<file path="src/hdl/nwt_pkg.sv">
`timescale 1ns / 1ps

package nwt_pkg;

	// Table geometry
	localparam int ENTRIES_DEF = 64;
	localparam int ADDR_W      = 32;
	localparam int PORT_W      = 16;

	// Request codes
	localparam logic REQ_SAVE  = 1'b0;
	localparam logic REQ_XLATE = 1'b1;

	// Result status codes
	typedef enum logic [1:0] {
		ST_OK      = 2'd0,
		ST_INVALID = 2'd1,
		ST_NOMATCH = 2'd2,
		ST_FULL    = 2'd3
	} nwt_status_t;

	// Request item
	typedef struct packed {
		logic              req_type;
		logic [ADDR_W-1:0] key_addr;
		logic              key_addr_any;
		logic [PORT_W-1:0] key_pnum;
		logic              key_pnum_any;
		logic [ADDR_W-1:0] new_addr;
		logic [PORT_W-1:0] new_port;
	} nwt_req_t;

	// Result item
	typedef struct packed {
		nwt_status_t       status;
		logic [ADDR_W-1:0] out_addr;
		logic [PORT_W-1:0] out_port;
	} nwt_rsp_t;

	// Stored rule key; a wildcard part is kept as zero
	typedef struct packed {
		logic              addr_any;
		logic              port_any;
		logic [ADDR_W-1:0] addr;
		logic [PORT_W-1:0] port;
	} nwt_key_t;

	// Stored translation
	typedef struct packed {
		logic [ADDR_W-1:0] addr;
		logic [PORT_W-1:0] port;
	} nwt_val_t;

	// Controller states
	typedef enum logic [2:0] {
		S_IDLE,
		S_SCAN,
		S_DRAIN,
		S_EVAL,
		S_RESULT
	} nwt_state_t;

	// Controller to datapath commands
	typedef struct packed {
		logic start;
		logic scan;
		logic eval;
		logic load;
	} nwt_cmd_t;

	// Datapath to controller status
	typedef struct packed {
		logic fill_zero;
		logic scan_last;
		logic out_free;
	} nwt_sts_t;

endpackage

</file>
<file path="src/hdl/nwt_ctrl.sv">
`timescale 1ns / 1ps

module nwt_ctrl import nwt_pkg::*; (
	input  logic     clk,
	input  logic     arst_n,
	input  logic     in_valid,
	output logic     in_ready,
	input  nwt_sts_t sts,
	output nwt_cmd_t cmd
);

	nwt_state_t state_q;
	nwt_state_t state_d;

	// Advance state
	always_ff @(posedge clk or negedge arst_n) begin
		if (!arst_n) begin
			state_q <= S_IDLE;
		end else begin
			state_q <= state_d;
		end
	end

	// Next state
	always_comb begin
		state_d = state_q;
		case (state_q)
			S_IDLE: begin
				if (in_valid) begin
					state_d = sts.fill_zero ? S_EVAL : S_SCAN;
				end
			end
			S_SCAN: begin
				if (sts.scan_last) begin
					state_d = S_DRAIN;
				end
			end
			S_DRAIN: begin
				state_d = S_EVAL;
			end
			S_EVAL: begin
				state_d = S_RESULT;
			end
			S_RESULT: begin
				if (sts.out_free) begin
					state_d = S_IDLE;
				end
			end
			default: begin
				state_d = S_IDLE;
			end
		endcase
	end

	// Drive commands
	always_comb begin
		in_ready = 1'b0;
		cmd      = '0;
		case (state_q)
			S_IDLE: begin
				in_ready  = 1'b1;
				cmd.start = in_valid;
			end
			S_SCAN: begin
				cmd.scan = 1'b1;
			end
			S_DRAIN: begin
				cmd = '0;
			end
			S_EVAL: begin
				cmd.eval = 1'b1;
			end
			S_RESULT: begin
				cmd.load = sts.out_free;
			end
			default: begin
				cmd = '0;
			end
		endcase
	end

endmodule

</file>
<file path="config.mk">
export PLATFORM = sky130hd
export DESIGN_NAME = nwt_ctrl
export DESIGN_NICKNAME = d
export VERILOG_FILES = /design/src/hdl/nwt_pkg.sv /design/src/hdl/nwt_ctrl.sv
export SDC_FILE = /design/constraint.sdc
export NUM_CORES = 1
export LEC_CHECK = 0
export CAP_MARGIN = 5
export CORE_AREA = 2 2 39 41
export DETAILED_ROUTE_END_ITERATION = 6
export DIE_AREA = 0 0 41 43
export DONT_BUFFER_PORTS = 1
export PLACE_DENSITY_LB_ADDON = 0.3
export SLEW_MARGIN = 10
export SYNTH_ARGS = -nofsm -noshare
export SYNTH_HDL_FRONTEND = slang
export SYNTH_SLANG_ARGS = --single-unit
export TNS_END_PERCENT = 100
</file>
<file path="constraint.sdc">
create_clock -name clk -period 0.9 [get_ports clk]
set_input_delay 0.09 -clock clk [delete_from_list [all_inputs] [get_ports clk]]
set_output_delay 0.09 -clock clk [all_outputs]
set_load 0.005 [all_outputs]
</file>
==> metrics.cfg, run 1 <==
[status]
outcome=finished, violations left
violations=negative setup slack

[route]
via_per_inst=3.87
ant_nets=0
post-route-drc-count=0
first_pass_iters=2
drt_iter0_markers=2
vias=174
wl_per_cell_um=10.4
wirelength_um=466

[grt]
met3_usage=0.0681
grt_usage=0.0685
gr-usage-met2=0.0656
antenna_found_initial=0
grt_max_degree=8
top_usage_layer=met1
grt_pass1_wl_um=710
grt-ovfl-total=0
grt_pass1_vias=177
grt.met1_usage=0.0812

[setup_path]
start_kind=flop
crit_path_end_kind=primary output
path_buf_inv=0
cpPeakStageDelay_ns=0.43
cp_cell_sequence=nor2_2, and3_2
critPathMaxFanout=5
crit_required_ns=0.81
path_delay_family=flip-flops
arrival_ns=1.01
path_class=reg -> out
cp_slowest_cell=dfrtp_2

[cells_and_area]
design_area_um2=302
nets=36
fillers=156
top_regs=state_q: 3 flops
final_layout_size_suffix_gt1_frac=0.655
regMostFlops=state_q
area_delta_synth_final_pct=85.4
largest_reg_flops=3
antenna_cells=0

[clocking]
cts_tree=built
clockBufferDepth=2
cts_root_buffer=clkbuf_4
clock_latency_ns=0.23
clk_pin_slew_ns=0.04
numClockSinks=3
cts-htree-levels=1
cts-buffers-inserted=3

[power]
p_per_area_nw_per_um2=3870
p_leak_nw=0.134
peakVddDrop_v=0.000827

[sta]
grt_setup_unrepaired=true
final_max_slew_viol_count=0
slew_headroom=0.826
fmax_ghz=0.909
tns_ns=-1.12
worst_pin_slew_ns=0.261
period_minus_slack_ns=1.10
setup_ws_ns=-0.200
final-setup-viol-count=8
timing.final.hold_violations=0
period_share=1.22
skew_ns=0.00202

[placed_design]
placed_area_um2=203
io_buffers=0
gp_congestion=0.595

[synth]
avgSynthCellArea_um2=9.57
synth_area_um2=163
synth_cell_types=13
ys_warn_count=0
yosysSeqAreaShare=0.462
synth_fp_nets=23
ys_ff_latch=3
synthCells=17

[die]
rows=14
die_h_um=43
initial_core_util=0.118
die_area_um2=1760
core_um2=1380
chipWidth_um=41
io_pins=11

[hold_path]
hp-class=in -> reg

[run]
maxCapViolations=0

-- cell usage after synthesis --
library cell / number / area share
o21a_1: 1 / 0.046
and3b_1: 1 / 0.054
and3_2: 1 / 0.046
and2_1: 1 / 0.038
nand2b_1: 1 / 0.038
inv_1: 1 / 0.023
a221oi_1: 1 / 0.054
dfrtp_1: 3 / 0.46
a31o_1: 1 / 0.054
nor2_1: 1 / 0.023
nand2_1: 1 / 0.023
nor3_1: 3 / 0.092
nor3b_1: 1 / 0.046
-- stage by stage --
stage	util	hold WS, ns	total power (W)	std cells	setup WS, ns
final	0.218	0.0246	0.00117	45	-0.200
after global routing	0.218	0.0347	0.00128	45	-0.268
after CTS	0.192	0.0135	0.00101	42	-0.214
after global placement	0.146	-0.205	0.000638	35	-0.0404
after detailed placement	0.146	-0.205	0.000651	35	-0.0666
after floorplan	-	-0.206	0.000521	17	-0.0131
-- where the power goes --
part           internal, W  total, W  switching [W]
combinational     0.000386  0.000611       0.000225
sequential        0.000221  0.000325       0.000104
clock             0.000166  0.000232      0.0000657
total             0.000773   0.00117       0.000394
-- metal layers --
layer / share of wire / wire [um]
met1: 0.41 / 192
met2: 0.43 / 200
met3: 0.15 / 72
met4: 0 / 0
met5: 0 / 0
-- worst paths after layout --
| check | slack (ns) | depth (start not counted) | endpoint | start |
|---|---|---|---|---|
| min in group asynchronous | 0.11 | 1 | state_q[0]$_DFFE_PN0P_ | arst_n |
| worst min-delay path | 0.02 | 2 | state_q[1]$_DFFE_PN0P_ | sts[2] |
| worst min register to register | 0.58 | 2 | state_q[0]$_DFFE_PN0P_ | state_q[2]$_DFFE_PN0P_ |
| worst max-delay path | -0.20 | 2 | cmd[0] | state_q[0]$_DFFE_PN0P_ |
| worst max register to register | -0.08 | 2 | state_q[1]$_DFFE_PN0P_ | state_q[1]$_DFFE_PN0P_ |
| max in group asynchronous | 0.63 | 1 | state_q[1]$_DFFE_PN0P_ | arst_n |
-- placed cells by master (no fill, tap or decap) --
cell | synthesis | layout
dlygate4sd3_1 | 0 | 1
and2_4 | 0 | 1
clkbuf_4 | 0 | 3
nand2_1 | 1 | 1
inv_1 | 1 | 1
nor3_1 | 3 | 1
a31o_1 | 1 | 1
buf_4 | 0 | 7
and3b_1 | 1 | 1
nor3_2 | 0 | 2
clkbuf_1 | 0 | 1
and3_2 | 1 | 1
dfrtp_2 | 0 | 3
o21a_1 | 1 | 1
nor2_2 | 0 | 1
a221oi_1 | 1 | 1
nor3b_4 | 0 | 1
nand2b_1 | 1 | 1
-- cell families (layout without fill, tap and decap cells) --
family,Yosys count,after routing,share of synthesized area
DFF,3,3,0.462
and+or+nand+nor,10,10,0.362
AOI/OAI and AO/OA,3,3,0.154
buffers and inverters,1,13,0.0231
-- cell type report --
class	instances	area (um2)	area share
multi-input combinational	13	110	0.365
inverter	1	3.75	0.0124
tap	16	20.0	0.0664
clock buffer	4	26.3	0.0871
sequential	3	78.8	0.261
timing repair buffer	8	62.6	0.207
-- timing repair --
item | 4_1_cts | 5_1_grt
hold buffers | 1 | 0
hold endpoints to repair | 3 | 0
setup endpoints to repair | 7 | 8
setup buffers | 2 | 3
pin swaps | 3 | 0
resized for setup | 5 | 3
(Power assumes the default switching activity.)
==> run 2: changes to the inputs <==
--- a/config.mk
+++ b/config.mk
@@ -5,7 +5,6 @@
 export SDC_FILE = /design/constraint.sdc
 export NUM_CORES = 1
 export LEC_CHECK = 0
-export CAP_MARGIN = 5
 export CORE_AREA = 2 2 39 41
 export DETAILED_ROUTE_END_ITERATION = 6
 export DIE_AREA = 0 0 41 43
==> constraint.sdc (replaced) <==
create_clock -name clk -period 1.05 [get_ports clk]
set_input_delay 0.105 -clock clk [delete_from_list [all_inputs] [get_ports clk]]
set_output_delay 0.105 -clock clk [all_outputs]
set_load 0.005 [all_outputs]
==> metrics.cfg, run 2 (synthesis results as in run 1) <==
[setup_path]
path_class=reg -> out
crit_path_end_kind=primary output
cp_cell_sequence=nor3_4, and2_4
critPathMaxFanout=6  ; +1
arrival_ns=1.04  ; +0.03 ns
path_buf_inv=0  ; unchanged
cp_slowest_cell=dfrtp_2
cpPeakStageDelay_ns=0.45  ; +0.02 ns
path_delay_family=flip-flops
start_kind=flop
crit_required_ns=0.94  ; +0.13 ns
critical_path.startpoint=state_q[0]$_DFFE_PN0P_
r2r_start=state_q[1]$_DFFE_PN0P_

[cells_and_area]
final_cell_mix=buf_4 (4), clkbuf_4 (3), dfrtp_2 (3)
area_delta_synth_final_pct=69.2
antenna_cells=0  ; unchanged
final_common_cell=buf_4
regMostFlops=state_q
top_regs=state_q: 3 flops
final_cell_count_no_fill=42  ; -6.7%
nets=33  ; -8.3%
final_layout_size_suffix_gt1_frac=0.577  ; -0.0782
largest_reg_flops=3  ; unchanged

[sta]
skew_ns=0.000235  ; -0.00179 ns
period_share=1.09
timing.final.hold_violations=0  ; unchanged
slew_headroom=0.821  ; -0.00497
fmax_ghz=0.871
setup_ws_ns=-0.0981  ; +0.102 ns
worst_pin_slew_ns=0.268  ; +0.00688 ns
hold_ws_ns=0.0452  ; +0.0205 ns
grt_setup_unrepaired=true
final_max_slew_viol_count=0  ; unchanged
final-setup-viol-count=6  ; -2
period_minus_slack_ns=1.15

[die]
chipWidth_um=41  ; unchanged
die_h_um=43  ; unchanged
rows=14  ; unchanged
die_area_um2=1760  ; unchanged
initial_core_util=0.118  ; unchanged
core_um2=1380  ; unchanged
io_pins=11  ; unchanged

[status]
outcome=finished, violations left
violations=negative setup slack

[placed_design]
placed_cells=34  ; -2.9%
io_buffers=0  ; unchanged
dp_hpwl_um=331
gp_congestion=0.440  ; -26%

[route]
wl_per_cell_um=11.0  ; +5.8%
post-route-drc-count=0  ; unchanged
via_per_inst=4.17  ; +7.8%
first_pass_iters=2  ; unchanged
drt_iter0_markers=1  ; -1
wirelength_um=460  ; -1.3%
vias=175  ; +0.57%
ant_nets=0  ; unchanged

[grt]
grt_pass1_wl_um=579  ; -18%
grt-ovfl-total=0  ; unchanged
grt_pass1_vias=164  ; -7.3%
antenna_found_initial=0  ; unchanged
grt_usage=0.0604  ; -0.00806
grt_max_degree=8  ; unchanged

[hold_path]
hold_start=sts[1]
hp-class=in -> reg

[clocking]
cts_tree=built
cts-htree-levels=1  ; unchanged
clk_pin_slew_ns=0.04  ; about the same
numClockSinks=3  ; unchanged
clock_latency_ns=0.23  ; about the same
cts_root_buffer=clkbuf_4
clockBufferDepth=2  ; unchanged
cts-buffers-inserted=3  ; unchanged

[power]
p_leak_nw=0.115  ; -14%
p_per_area_nw_per_um2=3340  ; -14%
peakVddDrop_v=0.000682  ; -18%

[run]
maxCapViolations=0  ; unchanged

-- run 2: stage by stage --
step / area [um2] / util / power, W / setup WS (ns) / TNS [ns]
global placement: 190 / 0.137 / 0.000506 / 0.100 / 0
CTS: 246 / 0.178 / 0.000797 / -0.0857 / -0.295
global route: 275 / 0.199 / 0.000985 / -0.151 / -0.598
detailed placement: 190 / 0.137 / 0.000517 / 0.0830 / 0
finish: 275 / 0.199 / 0.000919 / -0.0981 / -0.344
floorplan: 163 / - / 0.000431 / 0.106 / 0
-- run 2: timing repair --
action | in CTS | in global routing
hold buffers | 1 | 0
setup endpoints to repair | 5 | 6
pin swaps | 1 | 2
gates resized for setup | 6 | 3
setup buffers | 1 | 2
hold endpoints to repair | 3 | 0
-- run 2: where the power goes --
| part | leakage [nW] | total [W] | switching, W | internal (W) |
|---|---|---|---|---|
| Clock | 0.0150 | 0.000199 | 0.0000568 | 0.000142 |
| Sequential | 0.0335 | 0.000330 | 0.000141 | 0.000189 |
| Combinational | 0.0665 | 0.000389 | 0.000135 | 0.000255 |
-- run 2: per-layer routing --
metal,global-route usage,share of wire
met5,0,0
met4,0.100,0.059
met3,0.0366,0.17
met2,0.0875,0.42
met1,0.0325,0.34
-- run 2: path summary, 6_finish.rpt --
kind                                     endpoint  slack (ns)  cells after the start
setup / recovery                           cmd[3]        -0.1                      2
hold / removal             state_q[0]$_DFFE_PN0P_        0.05                      2
setup reg to reg           state_q[1]$_DFFE_PN0P_       -0.07                      3
hold reg to reg            state_q[0]$_DFFE_PN0P_        0.54                      1
max in group asynchronous  state_q[1]$_DFFE_PN0P_        0.77                      1
min in group asynchronous  state_q[2]$_DFFE_PN0P_        0.12                      1
-- run 2: worst register-to-register path: cells and delay by family (launching register included) --
| family | cells | cell delay [ns] |
|---|---|---|
| AO/OA/AOI/OAI | 1 | 0.26 |
| buffers and inverters | 1 | 0.16 |
| flip-flops | 1 | 0.46 |
| AND/OR/NAND/NOR | 1 | 0.13 |
-- run 2: final cells by class --
class,count,area (um2)
inverters,1,3.75
repair buffers,5,40.0
clock buffers,4,26.3
multi-input cells,13,106
well taps,16,20.0
fillers,154,1110
flip-flops and latches,3,78.8
==> run 3: changes to the inputs <==
--- a/config.mk
+++ b/config.mk
@@ -5,6 +5,7 @@
 export SDC_FILE = /design/constraint.sdc
 export NUM_CORES = 1
 export LEC_CHECK = 0
+export ABC_AREA = 1
 export CORE_AREA = 2 2 39 41
 export DETAILED_ROUTE_END_ITERATION = 6
 export DIE_AREA = 0 0 41 43
==> metrics.cfg, run 3 <==
[clocking]
cts_root_buffer=clkbuf_4
clockBufferDepth=2  ; unchanged
cts_tree=built
cts-htree-levels=1  ; unchanged
clk_pin_slew_ns=0.04  ; about the same
clock_latency_ns=0.24  ; about the same
numClockSinks=3  ; unchanged
cts-buffers-inserted=3  ; unchanged

[run]
maxCapViolations=0  ; unchanged

[synth]
avgSynthCellArea_um2=6.77  ; -29%
synth_cell_types=12  ; -1
yosysSeqAreaShare=0.382  ; -0.0794
ys_ff_latch=3  ; unchanged
yosys-top-cells-count=inv_1 (6), nand2_1 (4), nand3_1 (4), nor2_1 (4), dfrtp_1 (3)
synth_top_cell_by_area=dfrtp_1
synth_area_um2=196  ; +21%
synth_edf_count=0  ; unchanged
synthXorXnorAreaFrac=0  ; unchanged
synthCells=29  ; +12
synth_compound_area_frac=0.0255  ; -0.128
ys_warn_count=0  ; unchanged
yosys.area_share.simple=0.459  ; +0.0971
yosysMostFrequentCell=inv_1
synthAdderAreaFrac=0  ; unchanged
synth.area.top_cells=dfrtp_1 (38%), inv_1 (11%), nand3_1 (10%)
synthMuxAreaShare=0  ; unchanged
ys_async_sr_fraction=1.00  ; unchanged
synth_top_family_by_area=simple AND/OR/NAND/NOR gates
yosys.area.top_type_share=0.382  ; -0.0794
synth_fp_nets=35  ; +52%
ys.flop_type=dfrtp_1

[placed_design]
dp_hpwl_um=363  ; +9.7%
gp_congestion=0.712  ; +62%
placed_cells=46  ; +35%
io_buffers=0  ; unchanged

[route]
wirelength_um=490  ; +6.5%
first_pass_iters=3  ; +1
wl_per_cell_um=9.42  ; -14%
post-route-drc-count=0  ; unchanged
drt_iter0_markers=2  ; +1
via_per_inst=3.88  ; -6.8%
vias=202  ; +15%
ant_nets=0  ; unchanged

[status]
violations=negative setup slack
outcome=finished, violations left

[die]
die_h_um=43  ; unchanged
chipWidth_um=41  ; unchanged
die_area_um2=1760  ; unchanged
io_pins=11  ; unchanged
core_um2=1380  ; unchanged
rows=14  ; unchanged
initial_core_util=0.142  ; +0.0244

[power]
p_leak_nw=0.145  ; +26%
p_seq_frac=0.298  ; -0.061
switching_share=0.461  ; +0.0991
p_switching_w=0.000461  ; +39%
pwr-share-clk=0.206  ; -0.011
p_per_area_nw_per_um2=3220  ; -3.4%
comb_power_share=0.496  ; +0.072
peakVddDrop_v=0.000810  ; +19%
power_w=0.00100  ; +8.8%
internal_power_w=0.000539  ; -8.1%

[cells_and_area]
fillers=168  ; +9.1%
antenna_cells=0  ; unchanged
fin_util=0.224  ; +0.0253
area_delta_synth_final_pct=58.0
regMostFlops=state_q
multi_input_area_um2=135  ; +27%
final_layout_size_suffix_gt1_frac=0.528  ; -0.0491
nets=43  ; +30%
regArea_um2=77.6  ; -1.6%
final_cell_mix=inv_1 (5), nand2_1 (3), nor2_2 (3), nand3_2 (3), clkbuf_4 (3)
final_cell_count_no_fill=52  ; +24%
top_regs=state_q: 3 flops
final_common_cell=inv_1
largest_reg_flops=3  ; unchanged

[setup_path]
cp_slowest_cell=dfrtp_2
arrival_ns=1.00  ; -0.04 ns
path_delay_family=flip-flops
start_kind=flop
r2r_start=state_q[0]$_DFFE_PN0P_
cpPeakStageDelay_ns=0.46  ; about the same
path_buf_inv=0  ; unchanged
crit_path_end_kind=primary output
critical_path.startpoint=state_q[1]$_DFFE_PN0P_
path_class=reg -> out
crit_required_ns=0.94  ; about the same
cp_cell_sequence=nor4_2
critPathMaxFanout=5  ; -1

[grt]
grt_usage=0.0775  ; +0.0171
grt_pass1_vias=196  ; +20%
antenna_found_initial=0  ; unchanged
grt_max_degree=6  ; -2
grt_pass1_wl_um=800  ; +38%
grt-ovfl-total=0  ; unchanged

[sta]
slew_headroom=0.832  ; +0.0111
period_share=1.05  ; -0.0427
period_minus_slack_ns=1.10  ; -0.0448 ns
tns_ns=-0.0936  ; +0.251 ns
grt_setup_unrepaired=true
final-setup-viol-count=3  ; -3
final_max_slew_viol_count=0  ; unchanged
fmax_ghz=0.906  ; +4.1%
setup_ws_ns=-0.0533  ; +0.0448 ns
skew_ns=0.000552  ; +0.000317 ns
timing.final.hold_violations=0  ; unchanged
worst_pin_slew_ns=0.250  ; -0.0182 ns

[hold_path]
hold_start=sts[1]
hp-class=in -> reg

-- run 3: cell types whose count changed after synthesis, sizes merged, moves of 2 or more --
cell,previous run,this run
inv,1,7
nand3,0,5
nor2,1,6
nand2,1,4
nor3,3,1
-- run 3: timing repair --
action	in CTS	in global routing
setup endpoints to repair	5	8
hold buffers	1	0
buffers inserted	1	0
resized for setup	4	8
pin swaps	2	3
hold endpoints to repair	3	0
-- run 3: routing by layer --
layer	GRT usage	wire [um]
met3	0.0995	68
met4	0.0400	0
met2	0.0781	224
met1	0.0877	198
met5	0	0
-- run 3: worst reg2reg max path, cell delays in order (launching register included) --
cell and delay, ns:
dfrtp_2 0.44, nor2_4 0.13, buf_4 0.13, nand3_2 0.07, nand4_1 0.09, nand2_1 0.05
-- run 3: cells by family after synthesis --
kind of cell    Yosys count
simple gates             18
buf+inv                   7
flops                     3
compound gates            1
-- run 3: stage by stage --
step / worst slack, ns / area, um2 / hold slack (ns)
detailed placement: 0.0477 / 224 / -0.190
global route: -0.107 / 310 / 0.0826
finish: -0.0533 / 310 / 0.0604
floorplan: 0.134 / 196 / -0.191
CTS: -0.0674 / 283 / 0.0600
global placement: 0.0454 / 224 / -0.190
-- run 3: final cells by class --
cell class	count	share of cell area
Multi-Input combinational cell	19	0.435
Sequential cell	3	0.250
Clock buffer	4	0.0847
Inverter	7	0.0847
Timing Repair Buffer	3	0.0806
Tap cell	16	0.0645
-- run 3: power by group through the flow --
stage	logic, W	clock network [W]	registers (W)
5_1_grt	0.000565	0.000241	0.000317
3_5_place_dp	0.000364	0	0.000257
2_1_floorplan	0.000273	0	0.000250
3_3_place_gp	0.000361	0	0.000260
6_report	0.000496	0.000206	0.000298
4_1_cts	0.000428	0.000221	0.000270
-- run 3: final timing paths --
path                                                to  slack [ns]  cells past startpoint
worst max-delay path                            cmd[0]       -0.05                      1
worst min-delay path            state_q[0]$_DFFE_PN0P_        0.06                      3
worst max register to register  state_q[0]$_DFFE_PN0P_        0.02                      5
worst min register to register  state_q[2]$_DFFE_PN0P_        0.61                      2
max in group asynchronous       state_q[1]$_DFFE_PN0P_        0.77                      1
min in group asynchronous       state_q[0]$_DFFE_PN0P_        0.12                      1
